## src/rtl/fac_pkg.sv

```systemverilog
`timescale 1ns / 1ps
// ----------------------------------------------------------------------------
// fac_pkg
// Shared types and constants for the frustum box culling block.
// ----------------------------------------------------------------------------
package fac_pkg;

  localparam int PLANE_COUNT = 6;
  localparam int ROW_COUNT   = 4;
  localparam int ENTRY_W     = 16;           // Q4.12 matrix entry
  localparam int PLANE_W     = ENTRY_W + 1;  // Q5.12 plane entry
  localparam int COL_W       = ENTRY_W * ROW_COUNT;
  localparam int W_SHIFT     = 8;            // coordinate fraction bits

  typedef enum logic [1:0] {
    CFG_MATRIX_COL0 = 2'd0,
    CFG_MATRIX_COL1 = 2'd1,
    CFG_MATRIX_COL2 = 2'd2,
    CFG_MATRIX_COL3 = 2'd3
  } cfg_reg_t;

  typedef struct packed {
    logic signed [PLANE_W-1:0] w;
    logic signed [PLANE_W-1:0] z;
    logic signed [PLANE_W-1:0] y;
    logic signed [PLANE_W-1:0] x;
  } plane_t;

endpackage

```

## src/rtl/fac_plane_gen.sv

```systemverilog
`timescale 1ns / 1ps
// ----------------------------------------------------------------------------
// fac_plane_gen
// Matrix column registers and the six clip planes formed from them.
// ----------------------------------------------------------------------------
module fac_plane_gen (
  input  logic                          clk,
  input  logic                          rst_n,
  input  logic                          cfg_we,
  input  fac_pkg::cfg_reg_t             cfg_index,
  input  logic [fac_pkg::COL_W-1:0]     cfg_wdata,
  output fac_pkg::plane_t               planes [fac_pkg::PLANE_COUNT]
);

  logic [fac_pkg::COL_W-1:0] col_r [4];

  always_ff @(posedge clk) begin
    if (!rst_n) begin
      col_r[0] <= '0;
      col_r[1] <= '0;
      col_r[2] <= '0;
      col_r[3] <= '0;
    end else if (cfg_we) begin
      case (cfg_index)
        fac_pkg::CFG_MATRIX_COL0: col_r[0] <= cfg_wdata;
        fac_pkg::CFG_MATRIX_COL1: col_r[1] <= cfg_wdata;
        fac_pkg::CFG_MATRIX_COL2: col_r[2] <= cfg_wdata;
        fac_pkg::CFG_MATRIX_COL3: col_r[3] <= cfg_wdata;
        default: ;
      endcase
    end
  end

  // Plane 2k is col3 + colk, plane 2k+1 is col3 - colk, row by row.
  for (genvar p = 0; p < fac_pkg::PLANE_COUNT; p++) begin : g_plane
    logic signed [fac_pkg::PLANE_W-1:0] ent [fac_pkg::ROW_COUNT];
    for (genvar r = 0; r < fac_pkg::ROW_COUNT; r++) begin : g_row
      logic signed [fac_pkg::ENTRY_W-1:0] base;
      logic signed [fac_pkg::ENTRY_W-1:0] src;
      assign base = col_r[3][r*fac_pkg::ENTRY_W +: fac_pkg::ENTRY_W];
      assign src  = col_r[p/2][r*fac_pkg::ENTRY_W +: fac_pkg::ENTRY_W];
      if (p % 2 == 1) begin : g_sub
        assign ent[r] = fac_pkg::PLANE_W'(base) - fac_pkg::PLANE_W'(src);
      end else begin : g_add
        assign ent[r] = fac_pkg::PLANE_W'(base) + fac_pkg::PLANE_W'(src);
      end
    end
    assign planes[p].x = ent[0];
    assign planes[p].y = ent[1];
    assign planes[p].z = ent[2];
    assign planes[p].w = ent[3];
  end

endmodule

```

## config.mk

```make
export PLATFORM = sky130hd
export DESIGN_NAME = fac_plane_gen
export DESIGN_NICKNAME = d
export VERILOG_FILES = /design/src/rtl/fac_pkg.sv /design/src/rtl/fac_plane_gen.sv
export SDC_FILE = /design/constraint.sdc
export NUM_CORES = 1
export LEC_CHECK = 0
export ABC_AREA = 1
export BUFFER_PORTS_ARGS = -buffer_cell sky130_fd_sc_hd__clkbuf_2
export CAP_MARGIN = 20
export CORE_MARGIN = 2
export CORE_UTILIZATION = 40
export CTS_CLUSTER_DIAMETER = 150
export CTS_CLUSTER_SIZE = 25
export DETAILED_ROUTE_END_ITERATION = 10
export HOLD_SLACK_MARGIN = 0.08
export MAX_ROUTING_LAYER = met4
export PLACE_DENSITY_LB_ADDON = 0.15
export SYNTH_ARGS = -nofsm -noshare
export SYNTH_HDL_FRONTEND = slang
export SYNTH_SLANG_ARGS = --single-unit
```

## constraint.sdc

```tcl
create_clock -name clk -period 2.6 [get_ports clk]
set_clock_uncertainty 0.2 [all_clocks]
set_input_delay 0.13 -clock clk [delete_from_list [all_inputs] [get_ports clk]]
set_output_delay 0.13 -clock clk [all_outputs]
set_load 0.03 [all_outputs]
```

# Word level (Yosys, flattened, before mapping)
# Memory sizes are Yosys's and may differ from the RTL's.
# Cells that the tools add are included.
# word_totals
inputBits	69
ramBits	256
output_inout_bits	408
n_memories	1
reg_bits	0
rom_bits	0
latchBits	0
word_cells	54
# classes
n_bitwise	4
n_mul	0
reduce_logical	1
div_mod_pow	0
shifts	0
n_mux	21
n_lt_le_gt_ge	0
eq_ne	3
n_addsub	24
# mem_list
name	words	width	read_ports	rd_clocked_by_memory_dff	write_ports	line_no	rtl
col_r	4	64	4	0	4	fac_plane_gen.sv:15	logic [fac_pkg::COL_W-1:0] col_r [4];
# ops
op	count
$mux 64	4
$add 16x16->17	12
$sub 16x16->17	12
$mux 1	17
$eq 2x2->1 const B	2
$or 1x1->1	4
$eq 2x1->1 const B	1
$logic_not 2->1	1

# Longest topological paths before layout
# Gate-level depths: netlist of the first run.
# depth
ltp_word	6
depth_mapped	13

# Least setup slack after synthesis of the first run
# OpenSTA, ideal clock, no wires.
# synth_path
path_kind	flip-flop to output port
startpoint	memory col_r[3][1] (netlist name)
endpoint	output planes[278] (netlist name)
n_path_buf	0
stages_incl_launch_ff	9
t_arrival_ns	2.137
setup_slack_ns	0.133
cell_sequence	edfxtp_1 -> inv_1 -> fa_1 -> inv_1 -> nand2_1 -> nand2_1 -> nand2_1 -> o21bai_2 -> xor2_1
# synth_lines
element	line_no	rtl
from (decl)	fac_plane_gen.sv:15	
to (decl)	fac_plane_gen.sv:12	output fac_pkg::plane_t planes [fac_pkg::PLANE_COUNT]

==> results of run 1 <==
[power groups by stage]
stage	Combinational (mW)	Sequential (mW)	Clock (mW)
after floorplan	9.71	5.19	0
after global placement	13.9	5.29	0
after detailed placement	13.9	5.31	0
after CTS	19.5	5.09	2.62
after global routing	24.4	5.14	2.73
final	23.2	5.10	2.58
[cell type report]
type,instances,area (sq um)
Antenna cell,1,2.50
Clock buffer,15,375
Clock inverter,5,30.0
Fill cell,6728,27300
Inverter,1225,4780
Multi-Input combinational cell,3839,30500
Sequential cell,256,7690
Tap cell,1080,1350
Timing Repair Buffer,1090,11100
[worst max-delay path: cells and delay by family, from the launching register on]
kind	cells	cell delay [ps]
buf+inv	4	430
flops	1	420
compound gates	1	200
simple gates	7	490
fa+ha+maj	2	530
[how the worst max path moves through the flow]
stage	from	endpoint	slack, ps	cells after the start
after detailed placement	col_r[3][48]	planes[333]	60	13
final	col_r[3][16]	planes[303]	-340	14
after floorplan	col_r[3][1]	planes[278]	130	8
after CTS	col_r[3][16]	planes[363]	-310	11
after global routing	col_r[3][16]	planes[303]	-490	14
after global placement	col_r[3][48]	planes[337]	80	13
[synth_stat cells]
cell      count  area, sq um
nor3_2        5         50.1
nor2_1      555         2080
a21oi_1     188          941
ha_1        384         4800
nand4_1      48          300
nor3_1       45          225
edfxtp_1    256         7690
buf_4        70          526
fa_1         24          480
o21bai_2      9          101
xnor2_1      27          236
nand4_2       4         50.1
xor2_1      141         1230
a21oi_2      16          140
nand3_1     315         1580
inv_1      1189         4460
nand2_2       3         18.8
or2_1         2         12.5
buf_6         3         33.8
nand3b_1      3         22.5
o21bai_1      2         15.0
nand2_1    2024         7600
and2_1       44          275
buf_2        77          385
inv_2        36          135
clkbuf_1      6         22.5
[cell families after synthesis]
family                   count (synthesis)  synth area share [%]
flip-flops                             256                  23.0
adder cells (fa/ha/maj)                408                  15.8
XOR/XNOR                               168                  4.40
AND/OR/NAND/NOR                       3048                  36.5
buffers and inverters                 1381                  16.7
AO/OA/AOI/OAI                          215                  3.58
[metrics by stage]
step / hold slack [ps] / total power, mW / cell area, sq um
after floorplan: 173 / 14.9 / 33400
after global placement: 288 / 19.2 / 37200
after detailed placement: 290 / 19.2 / 37200
after CTS: 98.8 / 27.3 / 49900
after global routing: 134 / 32.3 / 55800
final: 119 / 30.8 / 55800
[layer usage]
metal | part of all wire, % | wire length, um | vias to the layer above | global-route usage [%]
li1 | - | - | 18200 | -
met1 | 40 | 54300 | 17900 | 35.7
met2 | 50 | 67400 | 1102 | 50.9
met3 | 4.8 | 6410 | 293 | 2.47
met4 | 4.5 | 5990 | 0 | 10.6
met5 | 0 | 0 | - | -
[what timing repair did]
action	4_1_cts	5_1_grt
resized for setup	2188	1537
endpoints found under the hold margin	256	0
buffers inserted	308	157
hold buffers	64	0
pin swaps	450	645
endpoints found under the setup margin	345	356
cloned	2	0
==> flow_summary.toml, run 1 <==
[power]
p_sw_mw = 15.4
p_leak_nw = 28.9
switching_share_pct = 49.9
power_density_nw_per_um2 = 552
p_comb_share_pct = 75.1
pwr-share-seq_pct = 16.5
internal_power_mw = 15.5
ir_drop_mv = 0.543
power_frac_clock_pct = 8.4

[global_route]
grt_usage_pct = 29.4
overflow = 0
grt_pass1_wl_mm = 194
grt_max_degree = 65
antenna_found_initial = 1
grt_pass1_vias = 36100

[cells_and_area]
largest_reg_flops = 256
final_common_cell = "nand2_1"
largest-register = "col_r"
final_core_utilization_pct = 67.1
area_delta_synth_final_pct = 67.1
layout-drive-gt1-share_pct = 45.9
final_cell_mix = "nand2_1 (1157), inv_1 (999), nand2_2 (620)"
reg.largest.list = "col_r (256)"
finalNonFillerCells = 7511
fin_nets = 6903

[critical_path]
cp_cell_sequence = "inv_2 > ha_4 > fa_2 > inv_1 > nand2_1 > nand2_2 > nand2_4 > o21bai_4 > buf_6 > nand2_2 > nand2_1 > nand2_1 > nand2_2 > buf_8"
critPathKind = "register to primary output"
critPathMaxFanout = 3
endpoint_kind = "primary output"
crit_arrival_ps = 2610
critPathMaxStageDelay_ps = 420
critPathRequiredTime_ps = 2270
cp-start-kind = "register"
cp_slowest_cell = "edfxtp_1"

[cts]
cts_tree = "yes"
htree_levels = 1
cts.sinks = 256
numCtsBuffers = 14
clockBufferDepth = 3
clk_pin_slew_ps = 110
root_buffer = "clkbuf_16"

[synth]
ys_seq_elements = 256
syn_avg_cell_area_sq_um = 6.10
seq_area_frac_synth_pct = 23.0
synth_fp_nets = 5953
yosysUniqueCellTypes = 26
yosys_warnings = 0
syn_area_sq_um = 33400
syn_inst = 5476

[timing]
tns_ps = -45600
hold_viol = 0
setup_viol_count_final = 310
slew_viol_final = 0
finalCritPeriodShare_pct = 113
slew_headroom_pct = 53.7
tightest_slew_ps = 694
layout_min_cycle_time_ps = 2940
max_freq_ghz = 0.340
rsz0062_at_grt = "true"
setup_slack_ps = -344

[drt]
avgViaCountPerCell = 4.98
vias = 37400
wl_mm = 134
wire_per_inst_um = 17.8
drt_iter0_drc = 1979
first_pass_iters = 5
drc = 0
final_antenna_net_count = 0

[min_path]
hp-start = "rst_n"
hold_depth = 3
hold_path.class = "input port to register"
min_to = "col_r[3][16]"

[placement]
post-place-ws_ps = 61.3
place_inst = 6982
place_congestion = 0.976
port_buffers = 476
dp_hpwl_mm = 93.7

[floorplan]
row_count = 106
initial_core_util_pct = 40.2
core_sq_um = 83200
die_h_um = 293
die_area_sq_um = 85900
io_pins = 477
die_w_um = 293

[outcome]
status = "finished with violations"
violations = "negative setup slack"

[run]
cap_viol_max_count = 0
Note: power is estimated with default switching activity, not from simulation.
==> run 2, diff against run 1 <==
ABC_AREA = not set   (was 1)
==> flow_summary.toml, run 2 <==
[placement]
place_congestion = 0.925
place_inst = 4973
post-place-ws_ps = -576
dp_hpwl_mm = 70.7
port_buffers = 476

[cts]
clockBufferDepth = 3
clk_pin_slew_ps = 100
numCtsBuffers = 14
cts_tree = "yes"
cts.sinks = 256
htree_levels = 1
root_buffer = "clkbuf_16"

[critical_path]
crit_arrival_ps = 3310
crit_path_start = "col_r[3][0]"
critPathKind = "register to primary output"
critPathMaxFanout = 4
cp-start-kind = "register"
endpoint_kind = "primary output"
critPathRequiredTime_ps = 2270

[global_route]
grt_max_degree = 65
overflow = 0
grt_usage_pct = 26.8
antenna_found_initial = 7
grt_pass1_wl_mm = 144
grt_pass1_vias = 26800

[timing]
slew_viol_final = 0
hold_viol = 0
slew_headroom_pct = 58.4
tightest_slew_ps = 622
rsz0062_at_grt = "true"
setup_viol_count_final = 343
setup_slack_ps = -1040
tns_ps = -206020
max_freq_ghz = 0.275
finalCritPeriodShare_pct = 140
fin_hold_ws_ps = 272
layout_min_cycle_time_ps = 3640

[drt]
wire_per_inst_um = 18.3
drt_iter0_drc = 1432
first_pass_iters = 5
vias = 26500
drc = 0
final_antenna_net_count = 0
wl_mm = 95.6
avgViaCountPerCell = 5.06

[synth]
seq_area_frac_synth_pct = 28.6
yosys_warnings = 0
syn_inst = 3083
synth_fp_nets = 3560
syn_avg_cell_area_sq_um = 8.72
synth_edf_count = 256
synthArstFlopShare_pct = 0
syn_area_sq_um = 26900
ys_seq_elements = 256
synthTopCellsByArea = "edfxtp_1 (29%), ha_1 (18%), xnor2_1 (7.9%), and2_1 (6.2%), a21oi_1 (5.1%)"
synthMostInstantiatedCell = "ha_1"
synth_top_area_share_pct = 28.6
synth_ff_type = "edfxtp_1"
yosysUniqueCellTypes = 69
yosys-top-cells-count = "ha_1 (384), inv_1 (361), a21oi_1 (272), and2_1 (265), edfxtp_1 (256)"
synth.largest_area_cell = "edfxtp_1"

[floorplan]
core_sq_um = 66800
die_area_sq_um = 69300
io_pins = 477
die_h_um = 263
initial_core_util_pct = 40.2
row_count = 95
die_w_um = 263

[min_path]
min_to = "col_r[1][34]"
hold_depth = 3
hp-start = "cfg_wdata[34]"
hold_path.class = "input port to register"

[cells_and_area]
fin_nets = 4830
finalNonFillerCells = 5234
final_common_cell = "buf_4"
layout-drive-gt1-share_pct = 47.8
reg.largest.list = "col_r (256)"
n_fill_cell = 5212
largest_reg_flops = 256
area_delta_synth_final_pct = 67.5
final_cell_mix = "buf_4 (743), inv_1 (348), ha_1 (296)"
largest-register = "col_r"

[power]
p_total_mw = 26.8
p_leak_nw = 20.4
power_frac_clock_pct = 9.8
power_density_nw_per_um2 = 595
ir_drop_mv = 0.409
p_sw_mw = 12.3
p_comb_share_pct = 71.1
switching_share_pct = 45.9
pwr-share-seq_pct = 19.1
internal_power_mw = 14.5

[outcome]
violations = "negative setup slack"
status = "finished with violations"

[run]
cap_viol_max_count = 0
-- run 2: cell count changes in the layout (fill, tap and decap cells not counted), moves of 173 or more --
cell     change
buf_8      -173
nand2_2    -612
inv_1      -651
buf_4      +368
nand3_1    -192
nor2_1     -228
nand2_1   -1087
nand2_4    -233
and2_1     +239
-- run 2: cell families (layout without fill, tap and decap cells) --
kind of cell               Yosys count  after routing  synth area share (%)
DFF                                256            256                  28.6
and+or+nand+nor                    848            848                  16.6
muxes                                1              1                0.0373
xor gates and xnor gates           303            303                  9.88
other                                0              5                     0
buffers and inverters              502           1775                  7.24
adders and majority gates          408            408                  19.7
AOI/OAI and AO/OA                  765            765                  17.9
-- run 2: how the worst max path moves through the flow --
stage,endpoint,slack [ps],cells after the start
final,planes[354],-1040,12
after detailed placement,planes[169],-580,12
after global routing,planes[167],-1180,12
after floorplan,col_r[3][0],-1170,2
after global placement,planes[169],-580,12
after CTS,planes[169],-1150,12
-- run 2: power by group through the flow --
stage | combinational (mW) | sequential, mW | clock [mW]
final | 19.1 | 5.11 | 2.63
after global routing | 20.1 | 5.15 | 2.82
after CTS | 18.1 | 5.11 | 2.69
after detailed placement | 14.9 | 5.21 | 0
after global placement | 14.9 | 5.20 | 0
after floorplan | 9.73 | 5.19 | 0
-- run 2: timing repair --
action	4_1_cts	5_1_grt
cloned	1	0
pin swaps	368	291
endpoints found under the hold margin	262	0
endpoints found under the setup margin	338	354
gates resized for setup	977	262
buffers inserted	141	85
hold buffers	66	0
-- run 2: per-stage QoR --
stage               area, sq um  utilization, %
floorplan                 28800               -
global placement          36800            55.1
detailed placement        36800            55.1
CTS                       43500            65.1
global route              45000            67.4
finish                    45000            67.4
-- run 2: cell type report --
cell class / count / area (sq um) / share of cell area (%)
Inverter: 361 / 1370 / 3.04
Antenna cell: 5 / 12.5 / 0.0278
Tap cell: 873 / 1090 / 2.43
Multi-Input combinational cell: 2325 / 22700 / 50.4
Clock buffer: 15 / 375 / 0.834
Timing Repair Buffer: 1395 / 11700 / 26.1
Clock inverter: 4 / 53.8 / 0.120
Sequential cell: 256 / 7690 / 17.1
-- run 2: worst max-delay path, cell delays in order, from the launching register on --
cell,delay (ps)
edfxtp_1,460
buf_4,180
ha_4,160
fa_2,370
nand2b_4,80
a21oi_2,60
o21bai_1,160
a21oi_2,110
a211oi_4,300
o31ai_4,120
or4_1,410
nand4_1,180
clkbuf_8,200
-- run 2: metal layers --
metal / wire length [um] / track usage (%) / part of all wire, % / up-vias
li1: - / - / - / 13000
met1: 39200 / 31.8 / 41 / 12700
met2: 48500 / 47.1 / 51 / 606
met3: 5130 / 4.66 / 5.4 / 138
met4: 2710 / 6.47 / 2.8 / 0
met5: 0 / - / 0 / -
